===== config.mk =====
export PLATFORM = sky130hd
export DESIGN_NAME = tap_tempo_estimator
export DESIGN_NICKNAME = d
export VERILOG_FILES = /design/src/hw/rtl/tte_pkg.sv /design/src/hw/rtl/tte_div.sv /design/src/hw/rtl/tap_tempo_estimator.sv
export SDC_FILE = /design/constraint.sdc
export NUM_CORES = 1
export LEC_CHECK = 0
export ABC_AREA = 1
export BUFFER_PORTS_ARGS = -buffer_cell sky130_fd_sc_hd__buf_2
export CORE_UTILIZATION = 56
export CTS_CLUSTER_SIZE = 20
export DETAILED_ROUTE_END_ITERATION = 7
export PLACE_DENSITY = 0.78
export SYNTH_ARGS = -nofsm -noshare
export SYNTH_HDL_FRONTEND = slang
export SYNTH_SLANG_ARGS = --single-unit

===== constraint.sdc =====
create_clock -name i_clk -period 3.8 [get_ports i_clk]
set_clock_uncertainty 0.2 [all_clocks]
set_input_delay 0.19 -clock i_clk [delete_from_list [all_inputs] [get_ports i_clk]]
set_output_delay 0.19 -clock i_clk [all_outputs]
set_load 0.1 [all_outputs]

===== src/hw/rtl/tte_pkg.sv =====
// ----------------------------------------------------------------------------
// tte_pkg: shared types and constants of the tap tempo estimator
// Field widths, register reset values, register indexes and tap result codes.
// ----------------------------------------------------------------------------
package tte_pkg;

    // Field widths
    localparam int LED_ON_W  = 8;
    localparam int MAX_INT_W = 12;
    localparam int LOCKOUT_W = 8;
    localparam int BPM_W     = 16;
    localparam int PERIOD_W  = 12;
    localparam int RESULT_W  = 2;

    // Parameter defaults and fixed constants
    localparam int SAMPLES_DEF   = 4;
    localparam int TIME_BITS_DEF = 32;
    localparam int BOOT_PERIOD   = 1000;
    localparam int BPM_SCALE     = 60000;

    // Register reset values
    localparam logic [LED_ON_W-1:0]  LED_ON_RST  = LED_ON_W'(50);
    localparam logic [MAX_INT_W-1:0] MAX_INT_RST = MAX_INT_W'(1500);
    localparam logic [LOCKOUT_W-1:0] LOCKOUT_RST = LOCKOUT_W'(50);

    // Configuration port
    localparam int APB_DATA_W  = 32;
    localparam int APB_ADDR_W  = 4;
    localparam int REG_IDX_LSB = 2;
    localparam int REG_IDX_W   = APB_ADDR_W - REG_IDX_LSB;

    typedef enum logic [REG_IDX_W-1:0] {
        REG_LED_ON,
        REG_MAX_INTERVAL,
        REG_LOCKOUT
    } t_reg_index;

    typedef enum logic [RESULT_W-1:0] {
        TAP_NONE,
        TAP_ACCEPTED,
        TAP_RESTART,
        TAP_LOCKED
    } t_tap_result;

endpackage


===== src/hw/rtl/tte_div.sv =====
// ----------------------------------------------------------------------------
// tte_div: bit-serial restoring divider
// Shifts one numerator bit out and one quotient bit in per cycle while busy.
// ----------------------------------------------------------------------------
module tte_div
    import tte_pkg::*;
#(
    parameter int NUM_W = 19,
    parameter int DEN_W = 15
) (
    input  logic             i_clk,
    input  logic             i_rst_n,
    input  logic             i_start,
    input  logic [NUM_W-1:0] i_num,
    input  logic [DEN_W-1:0] i_den,
    output logic             o_done,
    output logic [NUM_W-1:0] o_quot
);

    localparam int CNT_W = $clog2(NUM_W + 1);

    logic             r_busy;
    logic             r_done;
    logic [CNT_W-1:0] r_cnt;
    logic [DEN_W-1:0] r_den;
    logic [DEN_W-1:0] r_rem;
    logic [NUM_W-1:0] r_quo;   // numerator bits shift out, quotient bits shift in

    logic [DEN_W:0]   rem_sh;
    logic [DEN_W+1:0] diff;
    logic             fits;

    always_comb begin
        rem_sh = {r_rem, r_quo[NUM_W-1]};
        diff   = {1'b0, rem_sh} - {2'b00, r_den};
        fits   = !diff[DEN_W+1];
    end

    always_ff @(posedge i_clk) begin
        if (!i_rst_n) begin
            r_busy <= 1'b0;
            r_done <= 1'b0;
            r_cnt  <= '0;
        end else begin
            r_done <= 1'b0;
            if (i_start) begin
                r_busy <= 1'b1;
                r_cnt  <= '0;
                r_den  <= i_den;
                r_rem  <= '0;
                r_quo  <= i_num;
            end else if (r_busy) begin
                // Subtract when the partial remainder fits, else restore
                r_rem <= fits ? diff[DEN_W-1:0] : rem_sh[DEN_W-1:0];
                r_quo <= {r_quo[NUM_W-2:0], fits};
                r_cnt <= r_cnt + CNT_W'(1);
                if (r_cnt == CNT_W'(NUM_W - 1)) begin
                    r_busy <= 1'b0;
                    r_done <= 1'b1;
                end
            end
        end
    end

    assign o_done = r_done;
    assign o_quot = r_quo;

endmodule


===== src/hw/rtl/tap_tempo_estimator.sv =====
// ----------------------------------------------------------------------------
// tap_tempo_estimator: tap tempo averaging with a beat LED
// Turns millisecond ticks with press flags into a beat period, BPM and LED.
// ----------------------------------------------------------------------------
// Usage:
//   Input channel (i_valid / o_stall / i_tap): one item per millisecond tick,
//   i_tap high when a debounced press edge happened in that tick.
//   Output channel (o_valid / i_stall / o_led, o_bpm, o_beat_period,
//   o_tap_result): exactly one result item per input item, in order.
//   APB port: led_on_time at 0x0, max_interval at 0x4, lockout_time at 0x8.
//   Write registers only while the block is idle.
// Timing:
//   A tick without an accepted tap goes from S_IDLE through S_OUT to the result.
//   A tick with an accepted tap runs two divisions (mean period, then BPM)
//   on one bit-serial divider, one quotient bit per cycle; NUM_W is 19
//   with 4 samples. The divider sets the rate; one tick is in flight at a
//   time.
// Reset: synchronous, active low. Registers return to 50/1500/50, period
//   to 1000 ms, tempo to 60 BPM, the interval history empties, and the LED
//   lights on the first tick.
// Stall: a finished result waits in the output register while i_stall is
//   high; the next tick is still accepted and is held at the output stage
//   until the register frees up.
// ----------------------------------------------------------------------------
module tap_tempo_estimator
    import tte_pkg::*;
#(
    parameter int SAMPLES   = SAMPLES_DEF,
    parameter int TIME_BITS = TIME_BITS_DEF
) (
    input  logic                  i_clk,
    input  logic                  i_rst_n,
    // Tick input channel
    input  logic                  i_valid,
    output logic                  o_stall,
    input  logic                  i_tap,
    // Result output channel
    output logic                  o_valid,
    input  logic                  i_stall,
    output logic                  o_led,
    output logic [BPM_W-1:0]      o_bpm,
    output logic [PERIOD_W-1:0]   o_beat_period,
    output logic [RESULT_W-1:0]   o_tap_result,
    // Configuration port
    input  logic                  psel,
    input  logic                  penable,
    input  logic                  pwrite,
    input  logic [APB_ADDR_W-1:0] paddr,
    input  logic [APB_DATA_W-1:0] pwdata,
    output logic [APB_DATA_W-1:0] prdata,
    output logic                  pready
);

    localparam int CNT_W      = $clog2(SAMPLES + 1);
    localparam int SLOT_W     = (SAMPLES > 1) ? $clog2(SAMPLES) : 1;
    localparam int SUM_W      = PERIOD_W + CNT_W;
    localparam int BPM_X2     = 2 * BPM_SCALE;
    localparam int NUM_W      = $clog2(BPM_X2 * SAMPLES + SAMPLES * ((1 << PERIOD_W) - 1) + 1);
    localparam int DEN_W      = SUM_W + 1;
    localparam int BOOT_TEMPO = BPM_SCALE / BOOT_PERIOD;

    typedef enum logic [2:0] {
        S_IDLE,
        S_PER_START,
        S_PER_WAIT,
        S_BPM_START,
        S_BPM_WAIT,
        S_OUT
    } t_state;

    t_state r_state;

    // Configuration registers
    logic [LED_ON_W-1:0]  r_led_on;
    logic [MAX_INT_W-1:0] r_max_int;
    logic [LOCKOUT_W-1:0] r_lockout;

    // Tick state. Ages count ms since the last handled press and since the
    // current period start; both wrap at TIME_BITS bits.
    logic [TIME_BITS-1:0] r_age_press;
    logic [TIME_BITS-1:0] r_age_blink;
    logic                 r_pending;
    logic                 r_led;
    logic [PERIOD_W-1:0]  r_period;
    logic [BPM_W-1:0]     r_tempo;
    t_tap_result          r_result;

    // Interval history: running sum and fill count stand in for the ring scan
    logic [PERIOD_W-1:0]  r_ring [SAMPLES];
    logic [SLOT_W-1:0]    r_slot;
    logic [CNT_W-1:0]     r_count;
    logic [SUM_W-1:0]     r_sum;

    // Output register
    logic                 r_out_valid;
    logic                 r_out_led;
    logic [BPM_W-1:0]     r_out_bpm;
    logic [PERIOD_W-1:0]  r_out_period;
    logic [RESULT_W-1:0]  r_out_result;

    // Tick decisions
    logic                 accept;
    logic                 cfg_wr;
    logic                 led_done;
    logic                 per_done;
    logic                 past_lock;
    logic                 is_short;
    logic                 handled;
    logic                 store;
    logic                 blink_restart;
    logic                 n_led;
    logic                 n_pending;
    t_tap_result          n_result;
    logic [TIME_BITS-1:0] n_age_press;
    logic [TIME_BITS-1:0] n_age_blink;
    logic [PERIOD_W-1:0]  interval;
    logic [PERIOD_W-1:0]  old_entry;
    logic [SUM_W-1:0]     n_sum;
    logic [CNT_W-1:0]     n_count;
    logic [SLOT_W-1:0]    n_slot;

    // Divider hookup
    logic                 div_start;
    logic [NUM_W-1:0]     div_num;
    logic [DEN_W-1:0]     div_den;
    logic                 div_done;
    logic [NUM_W-1:0]     div_quot;

    assign o_stall = (r_state != S_IDLE);
    assign accept  = i_valid && !o_stall;
    assign cfg_wr  = psel && penable && pwrite && pready;
    assign pready  = 1'b1;

    // Register readback
    always_comb begin
        unique case (paddr[APB_ADDR_W-1:REG_IDX_LSB])
            REG_LED_ON:       prdata = APB_DATA_W'(r_led_on);
            REG_MAX_INTERVAL: prdata = APB_DATA_W'(r_max_int);
            REG_LOCKOUT:      prdata = APB_DATA_W'(r_lockout);
            default:          prdata = '0;
        endcase
    end

    // Beat LED step, then press handling, for the tick being accepted
    always_comb begin
        led_done  = r_age_blink >= TIME_BITS'(r_led_on);
        per_done  = r_age_blink >= TIME_BITS'(r_period);
        past_lock = r_age_press > TIME_BITS'(r_lockout);
        is_short  = r_age_press < TIME_BITS'(r_max_int);
        handled   = i_tap && past_lock;
        store     = handled && is_short;
        interval  = r_age_press[PERIOD_W-1:0];

        // LED: light on a pending start, darken after the on time, and
        // request the next start once the full period has elapsed.
        n_led         = r_led;
        n_pending     = r_pending;
        blink_restart = 1'b0;
        if (r_pending) begin
            n_led     = 1'b1;
            n_pending = 1'b0;
        end else if (led_done) begin
            n_led = 1'b0;
            if (per_done) begin
                blink_restart = 1'b1;
                n_pending     = 1'b1;
            end
        end
        if (store) begin
            n_pending = 1'b1;
        end

        priority if (!i_tap) begin
            n_result = TAP_NONE;
        end else if (!past_lock) begin
            n_result = TAP_LOCKED;
        end else if (is_short) begin
            n_result = TAP_ACCEPTED;
        end else begin
            n_result = TAP_RESTART;
        end

        // Ages advance by one after the tick; a restart of either reference
        // time means the age is one at the next tick.
        n_age_press = handled ? TIME_BITS'(1) : r_age_press + TIME_BITS'(1);
        n_age_blink = (handled || blink_restart) ? TIME_BITS'(1)
                                                 : r_age_blink + TIME_BITS'(1);

        // Entries at or above the fill count are stale and count as empty
        old_entry = (r_count == CNT_W'(SAMPLES)) ? r_ring[r_slot] : '0;
        n_sum     = r_sum - SUM_W'(old_entry) + SUM_W'(interval);
        n_count   = (r_count == CNT_W'(SAMPLES)) ? r_count : r_count + CNT_W'(1);
        n_slot    = (r_slot == SLOT_W'(SAMPLES - 1)) ? '0 : r_slot + SLOT_W'(1);
    end

    // Division operands: rounded mean (2*sum+count)/(2*count), then rounded
    // BPM (120000*count+sum)/(2*sum).
    always_comb begin
        div_start = (r_state == S_PER_START) || (r_state == S_BPM_START);
        if (r_state == S_BPM_START) begin
            div_num = NUM_W'(BPM_X2 * r_count) + NUM_W'(r_sum);
            div_den = DEN_W'({r_sum, 1'b0});
        end else begin
            div_num = NUM_W'({r_sum, 1'b0}) + NUM_W'(r_count);
            div_den = DEN_W'({r_count, 1'b0});
        end
    end

    tte_div #(
        .NUM_W (NUM_W),
        .DEN_W (DEN_W)
    ) u_div (
        .i_clk   (i_clk),
        .i_rst_n (i_rst_n),
        .i_start (div_start),
        .i_num   (div_num),
        .i_den   (div_den),
        .o_done  (div_done),
        .o_quot  (div_quot)
    );

    // Interval history storage
    always_ff @(posedge i_clk) begin
        if (accept && store) begin
            r_ring[r_slot] <= interval;
        end
    end

    always_ff @(posedge i_clk) begin
        if (!i_rst_n) begin
            r_state     <= S_IDLE;
            r_led_on    <= LED_ON_RST;
            r_max_int   <= MAX_INT_RST;
            r_lockout   <= LOCKOUT_RST;
            r_age_press <= '0;
            r_age_blink <= '0;
            r_pending   <= 1'b1;
            r_led       <= 1'b0;
            r_period    <= PERIOD_W'(BOOT_PERIOD);
            r_tempo     <= BPM_W'(BOOT_TEMPO);
            r_result    <= TAP_NONE;
            r_slot      <= '0;
            r_count     <= '0;
            r_sum       <= '0;
            r_out_valid <= 1'b0;
        end else begin
            if (cfg_wr) begin
                unique case (paddr[APB_ADDR_W-1:REG_IDX_LSB])
                    REG_LED_ON:       r_led_on  <= pwdata[LED_ON_W-1:0];
                    REG_MAX_INTERVAL: r_max_int <= pwdata[MAX_INT_W-1:0];
                    REG_LOCKOUT:      r_lockout <= pwdata[LOCKOUT_W-1:0];
                    default:          ;
                endcase
            end

            // Drop the held result once the receiver takes it; the output
            // stage reloads the register itself in that case.
            if (r_out_valid && !i_stall && (r_state != S_OUT)) begin
                r_out_valid <= 1'b0;
            end

            unique case (r_state)
                S_IDLE: begin
                    if (accept) begin
                        r_led       <= n_led;
                        r_pending   <= n_pending;
                        r_result    <= n_result;
                        r_age_press <= n_age_press;
                        r_age_blink <= n_age_blink;
                        if (store) begin
                            r_sum   <= n_sum;
                            r_count <= n_count;
                            r_slot  <= n_slot;
                            r_state <= S_PER_START;
                        end else begin
                            if (handled) begin
                                // Too slow: empty the history and start over
                                r_sum   <= '0;
                                r_count <= '0;
                                r_slot  <= '0;
                            end
                            r_state <= S_OUT;
                        end
                    end
                end
                S_PER_START: begin
                    r_state <= S_PER_WAIT;
                end
                S_PER_WAIT: begin
                    if (div_done) begin
                        r_period <= div_quot[PERIOD_W-1:0];
                        r_state  <= S_BPM_START;
                    end
                end
                S_BPM_START: begin
                    r_state <= S_BPM_WAIT;
                end
                S_BPM_WAIT: begin
                    if (div_done) begin
                        r_tempo <= div_quot[BPM_W-1:0];
                        r_state <= S_OUT;
                    end
                end
                S_OUT: begin
                    // Hold here until the output register is free
                    if (!r_out_valid || !i_stall) begin
                        r_out_valid  <= 1'b1;
                        r_out_led    <= r_led;
                        r_out_bpm    <= r_tempo;
                        r_out_period <= r_period;
                        r_out_result <= r_result;
                        r_state      <= S_IDLE;
                    end
                end
                default: begin
                    r_state <= S_IDLE;
                end
            endcase
        end
    end

    assign o_valid       = r_out_valid;
    assign o_led         = r_out_led;
    assign o_bpm         = r_out_bpm;
    assign o_beat_period = r_out_period;
    assign o_tap_result  = r_out_result;

endmodule


==> run_summary.xml <==
<?xml version="1.0" encoding="UTF-8"?>
<metrics>
  <group name="outcome">
    <metric name="run_status" unit="">complete, no violations</metric>
  </group>
  <group name="place">
    <metric name="placed_cell_area" unit="um^2">17400</metric>
    <metric name="rd_place_congestion" unit="">0.964</metric>
    <metric name="place_inst" unit="">2534</metric>
    <metric name="hpwlAfterDp" unit="mm">30.5</metric>
    <metric name="portBuffers" unit="">66</metric>
    <metric name="detailedPlace.worstSlack" unit="ns">0.294</metric>
  </group>
  <group name="critical_path">
    <metric name="cp_cell_sequence" unit="">inv_1, ha_1, nand2_1, a21oi_1, fa_1, inv_1, ha_1, a21oi_1, nand2_1, nand2_1, a21oi_1, or2_2, xor2_1, nand2_1, o21ai_1</metric>
    <metric name="worst_ep_arrival_time" unit="ns">3.82</metric>
    <metric name="critical_path.startpoint" unit="">r_count[1]$_SDFFE_PN0P_</metric>
    <metric name="path_length_in_cells_of_the_critical_path" unit="">15</metric>
    <metric name="cp_slowest_cell" unit="">fa_1</metric>
    <metric name="capturing_instance_or_port_of_the_critical_path" unit="">r_sum[9]$_SDFFE_PN0N_</metric>
    <metric name="worst_setup_path_start_kind" unit="">flop</metric>
    <metric name="required_time_at_the_worst_slack_endpoint" unit="ns">4.04</metric>
    <metric name="cp_common_cell" unit="">nand2_1</metric>
    <metric name="top_delay_family_on_crit_path" unit="">simple AND/OR/NAND/NOR gates</metric>
    <metric name="critical_path.reg2reg.endpoint" unit="">r_sum[9]$_SDFFE_PN0N_</metric>
    <metric name="rr_worst_depth" unit="">15</metric>
    <metric name="critical_path.n_buffers_inverters" unit="">2</metric>
    <metric name="critPathMaxFanout" unit="">13</metric>
    <metric name="ff2ff_setup_slack" unit="ns">0.23</metric>
    <metric name="criticalPathCategory" unit="">reg2reg</metric>
    <metric name="crit_path_max_incr_delay" unit="ns">0.45</metric>
    <metric name="worstReg2RegStart" unit="">r_count[1]$_SDFFE_PN0P_</metric>
    <metric name="critical_path_endpoint_category" unit="">flop</metric>
  </group>
  <group name="logic_synthesis">
    <metric name="post_synth_num_cell_types" unit="">59</metric>
    <metric name="ys_top_cells_by_area" unit="">edfxtp_1 (23%), dfxtp_1 (19%), nand2_1 (9.5%)</metric>
    <metric name="ys_async_sr_fraction" unit="%">0</metric>
    <metric name="number_of_synthesized_register_bits" unit="">286</metric>
    <metric name="synth_edf_count" unit="">129</metric>
    <metric name="netlist.top_cell.by_area" unit="">edfxtp_1</metric>
    <metric name="synth_flop_cell" unit="">dfxtp_1</metric>
    <metric name="post-synth-top-area-fraction" unit="%">23.2</metric>
    <metric name="syn-mean-instance-area" unit="um^2">7.90</metric>
    <metric name="synthCells" unit="">2109</metric>
    <metric name="synth.yosys.warnings" unit="">0</metric>
    <metric name="synth_seq_area_share" unit="%">42.1</metric>
    <metric name="synth.cell_area" unit="um^2">16700</metric>
  </group>
  <group name="floorplanning">
    <metric name="standard_cell_row_count" unit="">62</metric>
    <metric name="floorplan.initialDensity" unit="%">57.4</metric>
    <metric name="pin_count" unit="">110</metric>
    <metric name="die_x" unit="um">174</metric>
    <metric name="floorplan.die.height" unit="um">174</metric>
    <metric name="area_of_the_core" unit="um^2">29000</metric>
    <metric name="area_of_the_die" unit="um^2">30400</metric>
  </group>
  <group name="final_layout">
    <metric name="instances_no_fill" unit="">2618</metric>
    <metric name="final_util" unit="%">64.4</metric>
    <metric name="final_layout_size_suffix_gt1_share" unit="%">9.27</metric>
    <metric name="nets" unit="">2371</metric>
    <metric name="areaGrowthSynthToFinish" unit="%">12.1</metric>
    <metric name="final_design_area_no_fill" unit="um^2">18700</metric>
    <metric name="num_antenna_cells" unit="">0</metric>
    <metric name="final_common_cell" unit="">nand2_1</metric>
    <metric name="layout.cells.most_common_list" unit="">nand2_1 (423), nor2_1 (289), inv_1 (271)</metric>
  </group>
  <group name="timing">
    <metric name="worstMarginPinSlew" unit="ns">1.16</metric>
    <metric name="setup_slack" unit="ns">0.225</metric>
    <metric name="period_minus_slack" unit="ns">3.57</metric>
    <metric name="setup-violations-final" unit="">0</metric>
    <metric name="slew_headroom" unit="%">22.7</metric>
    <metric name="layout_worst_path_cycle_share" unit="%">94.1</metric>
    <metric name="report.final.slew_viol_count" unit="">0</metric>
    <metric name="maxClockFrequency" unit="GHz">0.280</metric>
    <metric name="timing.final.hold_violations" unit="">0</metric>
    <metric name="setup_total_negative_slack" unit="ns">0</metric>
    <metric name="rsz0062_at_grt" unit="">no</metric>
  </group>
  <group name="global_route">
    <metric name="first_global_vias" unit="">13600</metric>
    <metric name="globalRoute.totalOverflow" unit="">0</metric>
    <metric name="antenna_found_initial" unit="">0</metric>
    <metric name="global_route.usage.total" unit="%">27.5</metric>
    <metric name="grt_start_max_net_pins" unit="">45</metric>
    <metric name="wire_length_of_the_first_global_routing_pass" unit="mm">67.9</metric>
  </group>
  <group name="power">
    <metric name="power.share.sequential" unit="%">41.5</metric>
    <metric name="worst_ir_drop_vdd" unit="mV">0.511</metric>
    <metric name="p_sw_share" unit="%">33.2</metric>
    <metric name="power.density_cell_area" unit="nW/um^2">486</metric>
    <metric name="static-leakage-power" unit="nW">8.19</metric>
    <metric name="p_clk_share" unit="%">34.3</metric>
    <metric name="intPower" unit="W">0.00606</metric>
    <metric name="power_switching" unit="W">0.00301</metric>
    <metric name="pwr-share-comb" unit="%">24.2</metric>
  </group>
  <group name="routing">
    <metric name="detail_route.wl_per_cell" unit="um">16.0</metric>
    <metric name="route.final.wire_length" unit="mm">41.8</metric>
    <metric name="drtPass1Iterations" unit="">5</metric>
    <metric name="dr_total_vias" unit="">14700</metric>
    <metric name="drt_iter0_drc" unit="">1385</metric>
    <metric name="post-route-drc-count" unit="">0</metric>
    <metric name="drt.antenna.violating_nets" unit="">0</metric>
    <metric name="vias_per_cell" unit="">5.60</metric>
  </group>
  <group name="clock_tree">
    <metric name="cts_max_path_buffers" unit="">3</metric>
    <metric name="htree_num_levels" unit="">1</metric>
    <metric name="clock-sinks" unit="">286</metric>
    <metric name="cts.repair_timing.setup_buffer_count" unit="">0</metric>
    <metric name="clock_tree_from_tritoncts" unit="">yes</metric>
    <metric name="cts_root_buffer" unit="">clkbuf_16</metric>
    <metric name="worst_setup_hold_path_clk_slew" unit="ns">0.07</metric>
    <metric name="clock_latency" unit="ns">0.56</metric>
    <metric name="cts_buf_count" unit="">31</metric>
  </group>
  <group name="run">
    <metric name="max_cap_violations" unit="">0</metric>
  </group>
  <group name="worst_hold_path">
    <metric name="timing.hold.worst.class" unit="">in2reg</metric>
  </group>
</metrics>
## timing repair
action / in CTS / in global routing
gates resized for setup: 0 / 2
setup endpoints to repair: 0 / 2
endpoints found under the hold margin: 33 / 0
hold buffers: 26 / 0
## worst reg2reg max path: stages, from the launching register on
cell and delay [ns]:
dfxtp_1 0.31, inv_1 0.22, ha_1 0.20, nand2_1 0.33, a21oi_1 0.33, fa_1 0.45
inv_1 0.07, ha_1 0.28, a21oi_1 0.17, nand2_1 0.14, nand2_1 0.11, a21oi_1 0.07
or2_2 0.29, xor2_1 0.16, nand2_1 0.07, o21ai_1 0.05
## cell type report
cell class / count / area [um^2]
clock buffers: 38 / 832
clock inverters: 20 / 228
fillers: 2390 / 10300
inverters: 282 / 1060
multi-input cells: 1492 / 8290
flip-flops and latches: 286 / 7020
well taps: 384 / 480
repair buffers: 116 / 771
## synth_stat cells (6+ instances only)
cell and count:
nand3_1 123, o21ai_0 116, inv_2 11, nor3_1 38, edfxtp_1 129, dfxtp_1 157, o21ai_1 10, o21bai_1 8
a21oi_1 126, nand3b_1 7, clkbuf_1 28, buf_4 25, fa_1 17, a31oi_1 6, nor2_1 290, o221ai_1 7
nor2_2 11, nand2_1 423, xnor2_1 14, inv_1 271, nand4_1 42, o211ai_1 25, ha_1 101, buf_2 7
xor2_1 35
## kinds of logic (layout without fill, tap and decap cells)
logic type | count (synthesis) | in the layout | share of synthesized area (%)
fa+ha+maj | 118 | 118 | 9.63
xor+xnor | 49 | 49 | 2.58
simple gates | 976 | 976 | 25.7
other cells | 2 | 21 | 0.0451
compound gates | 328 | 328 | 11.3
flops | 286 | 286 | 42.1
buf+inv | 350 | 456 | 8.68
## state kept, by name (all words and copies together) (netlist names), 15 cells and up, named ones only
register	flops
u_div.r_rem	16
r_sum	15
u_div.r_den	15
r_age_blink	32
u_div.o_quot	19
r_ring	48
r_age_press	32
o_bpm	16
r_tempo	16
## power by group through the flow
stage	Combinational, W	Sequential, W	Clock (W)
after global placement	0.00209	0.00381	0
after detailed placement	0.00214	0.00382	0
final	0.00220	0.00376	0.00311
after floorplan	0.00162	0.00389	0
after global routing	0.00243	0.00378	0.00326
after CTS	0.00218	0.00376	0.00314
## stage by stage
| step | total power [W] | hold slack (ns) |
|---|---|---|
| 2_1_floorplan | 0.00551 | 0.120 |
| 3_3_place_gp | 0.00590 | 0.207 |
| 3_5_place_dp | 0.00596 | 0.213 |
| 4_1_cts | 0.00908 | 0.0360 |
| 5_1_grt | 0.00947 | 0.0492 |
| 6_report | 0.00907 | 0.0556 |
## worst min-delay path by stage
stage                                      end  cells after the start  slack (ns)       start
floorplan             r_led_on[1]$_SDFFE_PN1P_                      2        0.12   pwdata[1]
global placement    r_max_int[10]$_SDFFE_PN1P_                      3        0.21  pwdata[10]
detailed placement  r_max_int[10]$_SDFFE_PN1P_                      3        0.21  pwdata[10]
CTS                    r_state[0]$_SDFFE_PN0P_                      4        0.04     i_rst_n
global route           r_tempo[4]$_SDFFE_PN1P_                      3        0.05     i_rst_n
finish                 r_tempo[4]$_SDFFE_PN1P_                      3        0.06     i_rst_n
## metal layers
| metal | vias to the layer above | track usage [%] | routed length, um |
|---|---|---|---|
| li1 | 7140 | - | - |
| met1 | 6822 | 37.3 | 18200 |
| met2 | 624 | 46.2 | 19400 |
| met3 | 81 | 3.52 | 3180 |
| met4 | 0 | 7.83 | 980 |
| met5 | - | 0 | 0 |
Note: power is estimated with default switching activity, not from simulation.
